File: config.mk
export PLATFORM = sky130hd
export DESIGN_NAME = vtpd_divider
export DESIGN_NICKNAME = d
export VERILOG_FILES = /design/src/design/vtpd_pkg.sv /design/src/design/vtpd_divider.sv
export SDC_FILE = /design/constraint.sdc
export NUM_CORES = 2
export LEC_CHECK = 0
export ABC_CLOCK_PERIOD_IN_PS = 22200
export BUFFER_PORTS_ARGS = -buffer_cell sky130_fd_sc_hd__buf_2
export CAP_MARGIN = 0
export CORE_MARGIN = 2
export CORE_UTILIZATION = 50
export DETAILED_ROUTE_END_ITERATION = 8
export PLACE_DENSITY = 0.66
export SLEW_MARGIN = 25
export SYNTH_ARGS = -nofsm -noshare
export SYNTH_HDL_FRONTEND = slang
export SYNTH_SLANG_ARGS = --single-unit
File: constraint.sdc
create_clock -name clock -period 22.2 [get_ports clock]
set_clock_uncertainty 0.2 [all_clocks]
set_input_delay 2.22 -clock clock [delete_from_list [all_inputs] [get_ports clock]]
set_output_delay 2.22 -clock clock [all_outputs]
set_load 0.01 [all_outputs]
File: src/design/vtpd_pkg.sv
// Package of the vertex transform block: payload types, float constants and the
// float32 multiply and add functions. No dependencies.
`default_nettype none
package vtpd_pkg;
   localparam int unsigned CfgCount = 8;
   localparam int unsigned CfgIndexWidth = 4;
   localparam int unsigned DivBitsPerStage = 2;
   localparam logic [31:0] FloatOne = 32'h3F800000;
   localparam logic [31:0] CanonNan = 32'h7FC00000;
   localparam logic [63:0] CfgReset [CfgCount] = '{
      64'h0000_0000_3F80_0000, 64'h0, 64'h3F80_0000_0000_0000, 64'h0,
      64'h0, 64'h0000_0000_3F80_0000, 64'h0, 64'h3F80_0000_0000_0000};

   typedef struct packed {
      logic [31:0] point_x;
      logic [31:0] point_y;
      logic [31:0] point_z;
   } req_type;

   typedef struct packed {
      logic [31:0] ndc_x;
      logic [31:0] ndc_y;
      logic [31:0] ndc_z;
      logic        rejected;
   } rsp_type;

   // Unpacked float: special flags, sign, unbiased exponent, significand.
   typedef struct packed {
      logic        nan;
      logic        inf;
      logic        zero;
      logic        sign;
      logic signed [9:0] expo;
      logic [23:0] man;
   } unp_type;

   function automatic unp_type fp_unpack(input logic [31:0] a);
      unp_type u;
      u.sign = a[31];
      u.nan  = (a[30:23] == 8'hFF) && (a[22:0] != 23'd0);
      u.inf  = (a[30:23] == 8'hFF) && (a[22:0] == 23'd0);
      u.zero = (a[30:0] == 31'd0);
      if (a[30:23] == 8'd0) begin
         u.expo = -10'sd126;
         u.man  = {1'b0, a[22:0]};
      end else begin
         u.expo = $signed({2'b00, a[30:23]}) - 10'sd127;
         u.man  = {1'b1, a[22:0]};
      end
      return u;
   endfunction

   // Rounds sign * sig * 2^(e - 50) where sig is 52 bits and stk is a sticky bit
   // beyond bit 0; sig must be nonzero. Handles normalization, subnormals, overflow.
   function automatic logic [31:0] fp_round(input logic s, input logic signed [11:0] e,
                                            input logic [51:0] sig, input logic stk);
      logic [5:0]  lz;
      logic [51:0] n;
      logic signed [11:0] be;
      logic [51:0] sh;
      logic [5:0]  rs;
      logic        st;
      logic [24:0] m;
      logic        g;
      logic        r;
      logic [31:0] res;
      lz = 6'd0;
      for (int i = 0; i < 52; i++) begin
         if (sig[i]) lz = 6'(51 - i);
      end
      n  = sig << lz;
      // value = n * 2^(e - 50 - lz), leading bit at 51 -> exponent e + 1 - lz
      be = e + 12'sd1 - 12'(lz) + 12'sd127;
      st = stk;
      if (be <= 12'sd0) begin
         rs = (be < -12'sd40) ? 6'd42 : 6'(12'sd1 - be);
         sh = n >> rs;
         for (int i = 0; i < 52; i++) begin
            if (i < rs && n[i]) st = 1'b1;
         end
         be = 12'sd0;
      end else begin
         sh = n;
      end
      m = {1'b0, sh[51:28]};
      g = sh[27];
      r = (|sh[26:0]) | st;
      if (g && (r || m[0])) m = m + 25'd1;
      if (m[24]) begin
         m  = m >> 1;
         be = be + 12'sd1;
      end else if (be == 12'sd0 && m[23]) begin
         be = 12'sd1;
      end
      if (be >= 12'sd255) res = {s, 8'hFF, 23'd0};
      else res = {s, be[7:0], m[22:0]};
      return res;
   endfunction

   function automatic logic [31:0] fp_mul(input logic [31:0] a, input logic [31:0] b);
      unp_type ua;
      unp_type ub;
      logic    s;
      logic [47:0] p;
      ua = fp_unpack(a);
      ub = fp_unpack(b);
      s  = ua.sign ^ ub.sign;
      p  = ua.man * ub.man;
      if (ua.nan || ub.nan || (ua.inf && ub.zero) || (ub.inf && ua.zero))
         return CanonNan;
      if (ua.inf || ub.inf) return {s, 8'hFF, 23'd0};
      if (p == 48'd0) return {s, 31'd0};
      // value = p * 2^(ea+eb-46) = {p,4'b0} * 2^(ea+eb-50)
      return fp_round(s, 12'(ua.expo) + 12'(ub.expo), {p, 4'd0}, 1'b0);
   endfunction

   function automatic logic [31:0] fp_add(input logic [31:0] a, input logic [31:0] b);
      unp_type ua;
      unp_type ub;
      unp_type t;
      logic [11:0] d;
      logic [51:0] ma;
      logic [51:0] mb;
      logic [51:0] sum;
      logic        stk;
      ua = fp_unpack(a);
      ub = fp_unpack(b);
      if (ua.nan || ub.nan || (ua.inf && ub.inf && ua.sign != ub.sign)) return CanonNan;
      if (ua.inf) return a;
      if (ub.inf) return b;
      if (ub.expo > ua.expo || (ub.expo == ua.expo && ub.man > ua.man)) begin
         t = ua; ua = ub; ub = t;
      end
      d   = 12'(ua.expo - ub.expo);
      ma  = {2'b00, ua.man, 26'd0};
      mb  = {2'b00, ub.man, 26'd0};
      stk = 1'b0;
      if (d > 12'd50) begin
         stk = |mb;
         mb  = 52'd0;
      end else begin
         for (int i = 0; i < 52; i++) begin
            if (i < d && mb[i]) stk = 1'b1;
         end
         mb = mb >> d;
      end
      if (ua.sign == ub.sign) sum = ma + mb;
      else sum = ma - mb - 52'(stk);
      if (sum == 52'd0 && !stk) begin
         if (ua.zero && ub.zero) return {ua.sign & ub.sign, 31'd0};
         return 32'd0;
      end
      // ma holds man * 2^26, leading at bit 49: value = sum * 2^(ea - 23 - 26)
      return fp_round(ua.sign, 12'(ua.expo) + 12'sd1, sum, stk);
   endfunction

   // a < 1.0 as an IEEE ordered compare; NaN gives false.
   function automatic logic fp_below_one(input logic [31:0] a);
      if ((a[30:23] == 8'hFF) && (a[22:0] != 23'd0)) return 1'b0;
      if (a[31]) return 1'b1;
      return a[30:0] < FloatOne[30:0];
   endfunction
endpackage
`default_nettype wire

File: src/design/vtpd_divider.sv
// Pipelined float32 divider, two quotient bits per stage, with valid and stall.
// Depends on vtpd_pkg.
`default_nettype none
module vtpd_divider
   import vtpd_pkg::*;
(
   input  wire logic        clock,
   input  wire logic        reset,
   input  wire logic        advance,
   input  wire logic        in_valid,
   input  wire logic [31:0] num,
   input  wire logic [31:0] den,
   output logic             out_valid,
   output logic [31:0]      quo
);
   localparam int unsigned QBits = 28;
   localparam int unsigned Stages = QBits / DivBitsPerStage;

   typedef struct packed {
      logic        special;
      logic [31:0] special_val;
      logic        sign;
      logic signed [11:0] expo;
      logic [25:0] rem;
      logic [23:0] dv;
      logic [QBits-1:0] q;
   } div_type;

   div_type st_ff [Stages+1];
   div_type st_in [Stages+1];
   logic [Stages:0] v_ff;
   logic [Stages:0] v_in;

   always_comb begin
      unp_type ua;
      unp_type ub;
      logic [5:0] la;
      logic [5:0] lb;
      logic [23:0] na;
      logic [23:0] nb;
      ua = fp_unpack(num);
      ub = fp_unpack(den);
      la = 6'd0;
      lb = 6'd0;
      for (int i = 0; i < 24; i++) begin
         if (ua.man[i]) la = 6'(23 - i);
         if (ub.man[i]) lb = 6'(23 - i);
      end
      na = ua.man << la;
      nb = ub.man << lb;
      st_in[0] = '0;
      st_in[0].sign = ua.sign ^ ub.sign;
      if (ua.nan || ub.nan || (ua.inf && ub.inf) || (ua.zero && ub.zero)) begin
         st_in[0].special = 1'b1;
         st_in[0].special_val = CanonNan;
      end else if (ua.inf || ub.zero) begin
         st_in[0].special = 1'b1;
         st_in[0].special_val = {ua.sign ^ ub.sign, 8'hFF, 23'd0};
      end else if (ua.zero || ub.inf) begin
         st_in[0].special = 1'b1;
         st_in[0].special_val = {ua.sign ^ ub.sign, 31'd0};
      end
      st_in[0].expo = 12'(ua.expo) - 12'(la) - 12'(ub.expo) + 12'(lb);
      st_in[0].rem = {2'b00, na};
      st_in[0].dv = nb;
      for (int s = 1; s <= Stages; s++) begin
         st_in[s] = st_ff[s-1];
         for (int k = 0; k < DivBitsPerStage; k++) begin
            if (st_in[s].rem >= {2'b00, st_in[s].dv}) begin
               st_in[s].rem = st_in[s].rem - {2'b00, st_in[s].dv};
               st_in[s].q = {st_in[s].q[QBits-2:0], 1'b1};
            end else begin
               st_in[s].q = {st_in[s].q[QBits-2:0], 1'b0};
            end
            st_in[s].rem = {st_in[s].rem[24:0], 1'b0};
         end
      end
   end

   always_comb begin
      v_in = {v_ff[Stages-1:0], in_valid};
   end

   always_ff @(posedge clock) begin
      if (reset) begin
         v_ff <= '0;
      end else if (advance) begin
         v_ff <= v_in;
      end
   end

   always_ff @(posedge clock) begin
      if (advance) begin
         for (int s = 0; s <= Stages; s++) st_ff[s] <= st_in[s];
      end
   end

   // Quotient q has its first bit at weight 2^0 (q in [0.5,2) scaled by 2^27).
   always_comb begin
      div_type f;
      f = st_ff[Stages];
      out_valid = v_ff[Stages];
      if (f.special) quo = f.special_val;
      else quo = fp_round(f.sign, f.expo - 12'sd27 + 12'sd50 - 12'sd20,
                          {f.q, 24'd0} >> 4, f.rem != 26'd0);
   end
endmodule
`default_nettype wire

After elaboration in Yosys (flattened, before gate mapping)
Memory sizes are Yosys's and may differ from the RTL's. Cells that the tools add are included.

Reductions and logical operators: 77. Eq/ne operators: 2. Bitwise gates (word level): 2. $add $sub $neg: 42. Multiplexer cells: 207. Shifts and indexed selects: 4. $lt $le $gt $ge: 83.

Operator list (count): two-way mux 25 bit (30); >= comparator 26 x 24 -> 1 bit (28); subtractor 25 x 24 -> 25 bit (28); two-way mux 6 bit (75); < comparator 6 bit, first input constant (20); two-way mux 52 bit (2); two-way mux 33 bit (3); < comparator 5 x 6 -> 1 bit, first input constant (16); two-way mux 1 bit (84); two-way mux 34 bit (2); logical NOT 31 bit (2); logical AND 1 bit (60); two-way mux 12 bit (5); << shifter 48 x 6 -> 52 bit (1); >> shifter 52 x 6 -> 52 bit (1); < comparator 4 x 6 -> 1 bit, first input constant (8); << shifter 24 x 6 -> 24 bit (2); logical NOT 23 bit (2); nonzero test 23 bit (2); two-way mux 32 bit (1); two-way mux 31 bit (1); OR reduction 27 bit (1); nonzero test 26 bit (1); adder 24 x 1 -> 25 bit, second input constant (1); 24 further kinds (41).

Input bits: 68. Logic and storage cells: 419. Bits in registers: 15. Memory bits (writable): 1860. Memories kept: 1.

Memories: st_ff (depth 15, width 124, rd ports 15, clocked after memory_dff 0, wr ports 15, RTL line vtpd_divider.sv:29) `div_type st_ff [Stages+1];`.

Logic depth before layout (Yosys ltp)
An unclocked memory read counts as a cell.

Depth in word-level cells: 102. Depth in mapped cells: 44.

Least setup slack after synthesis
Ideal clock, no wire load.

Kind: register -> output. From: memory st_ff[1][771] (netlist bit). To: output quo[20]. Arrival time: 7958 ps. Stages on the path, launching flop included: 33. Path buffers: 5. Path slack: 11822 ps. Cells stage by stage: edfxtp_1 or4_4 or2_1 buf_2 or3_1 buf_2 nand2_2 inv_2 buf_6 ha_1 ha_1 fa_1 a211o_1 a2111o_1 nand3_1 o211ai_1 o41ai_2 clkbuf_1 nand2_1 nor2_1 nand2_1 or2_0 o221ai_1 a221oi_1 a21oi_1 a2bb2oi_1 nand3_1 nor4_2 nand2_1 xnor2_1 a2111o_1 buf_2 a21oi_1.

RTL lines: start: declaration (RTL line vtpd_divider.sv:29); end: declaration (RTL line vtpd_divider.sv:14) `output logic [31:0] quo`.

==> run_results.csv <==
group,metric,value,unit
floorplan,initial_utilization,50.4,%
global_route,grt_max_degree,163,
worst_setup_path,crit_path_end_kind,"output port",
yosys,syn-cell-area,85400,um^2
floorplan,die_h,417,um
global_route,first_global_vias,64400,
final_layout,nets,9589,
yosys,ys_types,125,
clock_tree,post_cts_resized,0,
detailed_routing,initialDrtViolationCount,5587,
yosys,synth_flop_cell,"edfxtp_1",
clock_tree,postCtsSetupRepairBufs,0,
worst_setup_path,critPathTopFamily,"simple AND/OR/NAND/NOR gates",
timing,fin_hold_ws,0.205,ns
floorplan,dieArea,174000,um^2
timing,hold_viol,0,
place,port_buffers,100,
global_route,grt_pass1_wl,362,mm
yosys,synth_top_area_share,41.3,%
yosys,syn_nets,9497,
floorplan,rows,151,
worst_setup_path,cp_max_fo,33,
worst_setup_path,critPathBufInv,4,
worst_setup_path,critPathKind,"flop to output port",
floorplan,io_pins,101,
pwr,powerDensity,183,nW/um^2
hold_path,holdCritPathClass,"flop to flop",
clock_tree,clkTransAtPathRegs,0.06,ns
worst_setup_path,r2r_start,"st_ff[0][524]",
worst_setup_path,cpMaxStageDelayCell,"a2111oi_4",
global_route,grt-ovfl-total,0,
clock_tree,cts_max_level,4,
place,place_area,88500,um^2
yosys,synthArstFlopShare,0,%
timing,rsz0062_at_grt,"false",
worst_setup_path,r2r_cells,39,
final_layout,drive_above_1_share,9.81,%
timing,drv_slew,0,
worst_setup_path,worstPathArrival,11.97,ns
detailed_routing,vias_per_cell,6.02,
clock_tree,clockRootBuffer,"clkbuf_16",
yosys,syn_inst,8699,
worst_setup_path,critical_path.endpoint,"quo[1]",
pwr,ir_drop,134,uV
detailed_routing,ant_nets,0,
worst_setup_path,crit_start,"st_ff[1][765]",
worst_setup_path,r2r-end,"st_ff[0][691]",
yosys,yosysWarningCount,0,
worst_setup_path,path_depth,29,
clock_tree,clkLatencyLatePin,0.76,ns
yosys,avgSynthCellArea,9.82,um^2
run_status,status,"finished clean",
final_layout,fillers,14800,
worst_setup_path,r2r_slack,11.65,ns
worst_setup_path,start_kind,"flop",
timing,tightestPinTransition,1.03,ns
floorplan,coreArea,169000,um^2
detailed_routing,vias,66900,
timing,period_minus_slack,14.39,ns
yosys,yosysMostFrequentCell,"edfxtp_1",
final_layout,area_growth,8.88,%
detailed_routing,first_pass_iters,6,
final_layout,multi_input_area,46200,um^2
detailed_routing,drc,0,
final_layout,regArea,35600,um^2
timing,fmax,69.5,MHz
timing,fin_crit_sh,64.8,%
place,gp_congestion,0.971,
worst_setup_path,worst_ep_required_time,19.78,ns
yosys,ys_ff_latch,1190,
pwr,leakage,37.5,nW
yosys,seq_area_frac_synth,41.7,%
global_route,antenna_found_initial,6,
final_layout,fin_area,93000,um^2
place,hpwl,179,mm
timing,finalSetupTns,0,ns
floorplan,die_x,417,um
global_route,grtUsageTotal,26.2,%
clock_tree,cts_buffer_depth,3,
job,max_cap_viol_count,0,
yosys,synth_commonest_cells,"edfxtp_1 (1175), nor2_1 (807), a21oi_1 (779), inv_1 (741), ha_1 (704)",
final_layout,final_util,54.9,%
clock_tree,cts_hold_buf,0,
detailed_routing,wl,233,mm
timing,maxSlewHeadroom,31.0,%
detailed_routing,wl_per_cell,20.9,um
clock_tree,cts_tree,"yes",
yosys,synth_area_leaders,"edfxtp_1 (41%), ha_1 (10%), a21oi_1 (4.6%), mux2_2 (4.2%), xnor2_1 (3.7%)",
clock_tree,cts-buffers-inserted,133,
timing,setup_violations,0,
yosys,synth_edf_count,1175,
worst_setup_path,max_stage_delay,0.82,ns
yosys,yosys.area.top_type,"edfxtp_1",
clock_tree,clock-sinks,1190,
[metrics by stage]
step | std cells | total power [W] | setup slack (ns)
floorplan | 8699 | 0.0122 | 11.82
global placement | 10900 | 0.0144 | 8.70
detailed placement | 10900 | 0.0146 | 8.67
CTS | 11100 | 0.0169 | 7.80
global route | 11100 | 0.0184 | 7.29
finish | 11100 | 0.0170 | 7.81
[kinds of logic (layout without fill, tap and decap cells)]
group	Yosys count	in the layout	synth area share, %
flip-flops	1190	1190	41.7
AO/OA/AOI/OAI	2370	2370	17.9
buffers and inverters	986	1186	4.51
multiplexers	454	454	5.84
adder cells (fa/ha/maj)	730	730	10.9
AND/OR/NAND/NOR	2461	2461	13.9
other	0	7	0
XOR/XNOR	508	508	5.21
[report_power, final]
| group | internal [W] | switching [W] | leakage, nW | total (W) |
|---|---|---|---|---|
| sequential | 0.00352 | 0.000298 | 11.5 | 0.00381 |
| clock | 0.00126 | 0.000923 | 2.11 | 0.00218 |
| combinational | 0.00483 | 0.00617 | 23.9 | 0.0110 |
[flip-flops by register name, indices dropped and copies added, names as in the netlist]
signal	cells
st_ff	1175
v_ff	15
[routing by layer]
metal	GRT usage, %	wire length, um	vias up
met5	0	0	-
met2	43.3	108000	1961
li1	-	-	32500
met4	8.97	7870	0
met1	35.5	104000	32000
met3	3.46	12600	435
[worst min-delay path by stage]
stage	to	cells past startpoint	slack (ns)	startpoint
global route	st_ff[1][622]	0	0.21	st_ff[1][496]
floorplan	st_ff[0][202]	0	0.20	st_ff[0][78]
CTS	st_ff[1][622]	0	0.20	st_ff[1][496]
detailed placement	st_ff[0][203]	0	0.20	st_ff[0][79]
global placement	st_ff[0][453]	0	0.20	st_ff[0][329]
finish	st_ff[1][622]	0	0.20	st_ff[1][496]
[worst register-to-register path: cells and delay by family (launching register included)]
| family | cells | cell delay, ns |
|---|---|---|
| buffers and inverters | 3 | 0.78 |
| AO/OA/AOI/OAI | 28 | 6.69 |
| AND/OR/NAND/NOR | 5 | 0.80 |
| flip-flops | 1 | 0.55 |
| multiplexers | 1 | 0.44 |
| adder cells (fa/ha/maj) | 2 | 0.84 |
[cells in the final DEF (no fill, tap or decap), types with 23 or more instances in the layout]
cell type	netlist	final
clkbuf_16	0	135
xor2_1	151	151
nor3_1	177	175
nor2b_1	87	87
o211ai_1	40	40
a21oi_1	779	778
or3_1	42	42
or4_1	25	25
buf_4	19	90
buf_2	27	99
nor2_1	807	803
a21o_1	155	155
a211oi_1	67	66
o21a_1	75	75
nand3b_1	23	23
xnor2_1	357	357
o21bai_1	115	114
a22oi_1	42	41
and3_1	89	88
fa_1	26	26
a21boi_0	91	90
o21ai_0	464	461
edfxtp_1	1175	1175
or2_2	39	39
nand4_1	157	157
a31oi_1	60	59
ha_1	704	704
nand3_1	192	192
inv_1	741	740
o31ai_1	75	75
nand2_1	512	512
mux2_2	321	321
and2_1	64	65
mux2i_1	128	128
nor4_1	72	68
clkinv_1	0	24
a221oi_1	38	38
nand2b_1	100	100
o22ai_1	37	36
[final cells by class]
cell class / count / area share (%)
timing repair buffer: 197 / 1.42
tap: 2218 / 2.98
inverter: 746 / 3.01
clock inverter: 88 / 0.959
sequential: 1190 / 38.3
antenna: 7 / 0.0188
multi-input combinational: 6523 / 49.6
clock buffer: 155 / 3.71
(Power assumes the default switching activity.)
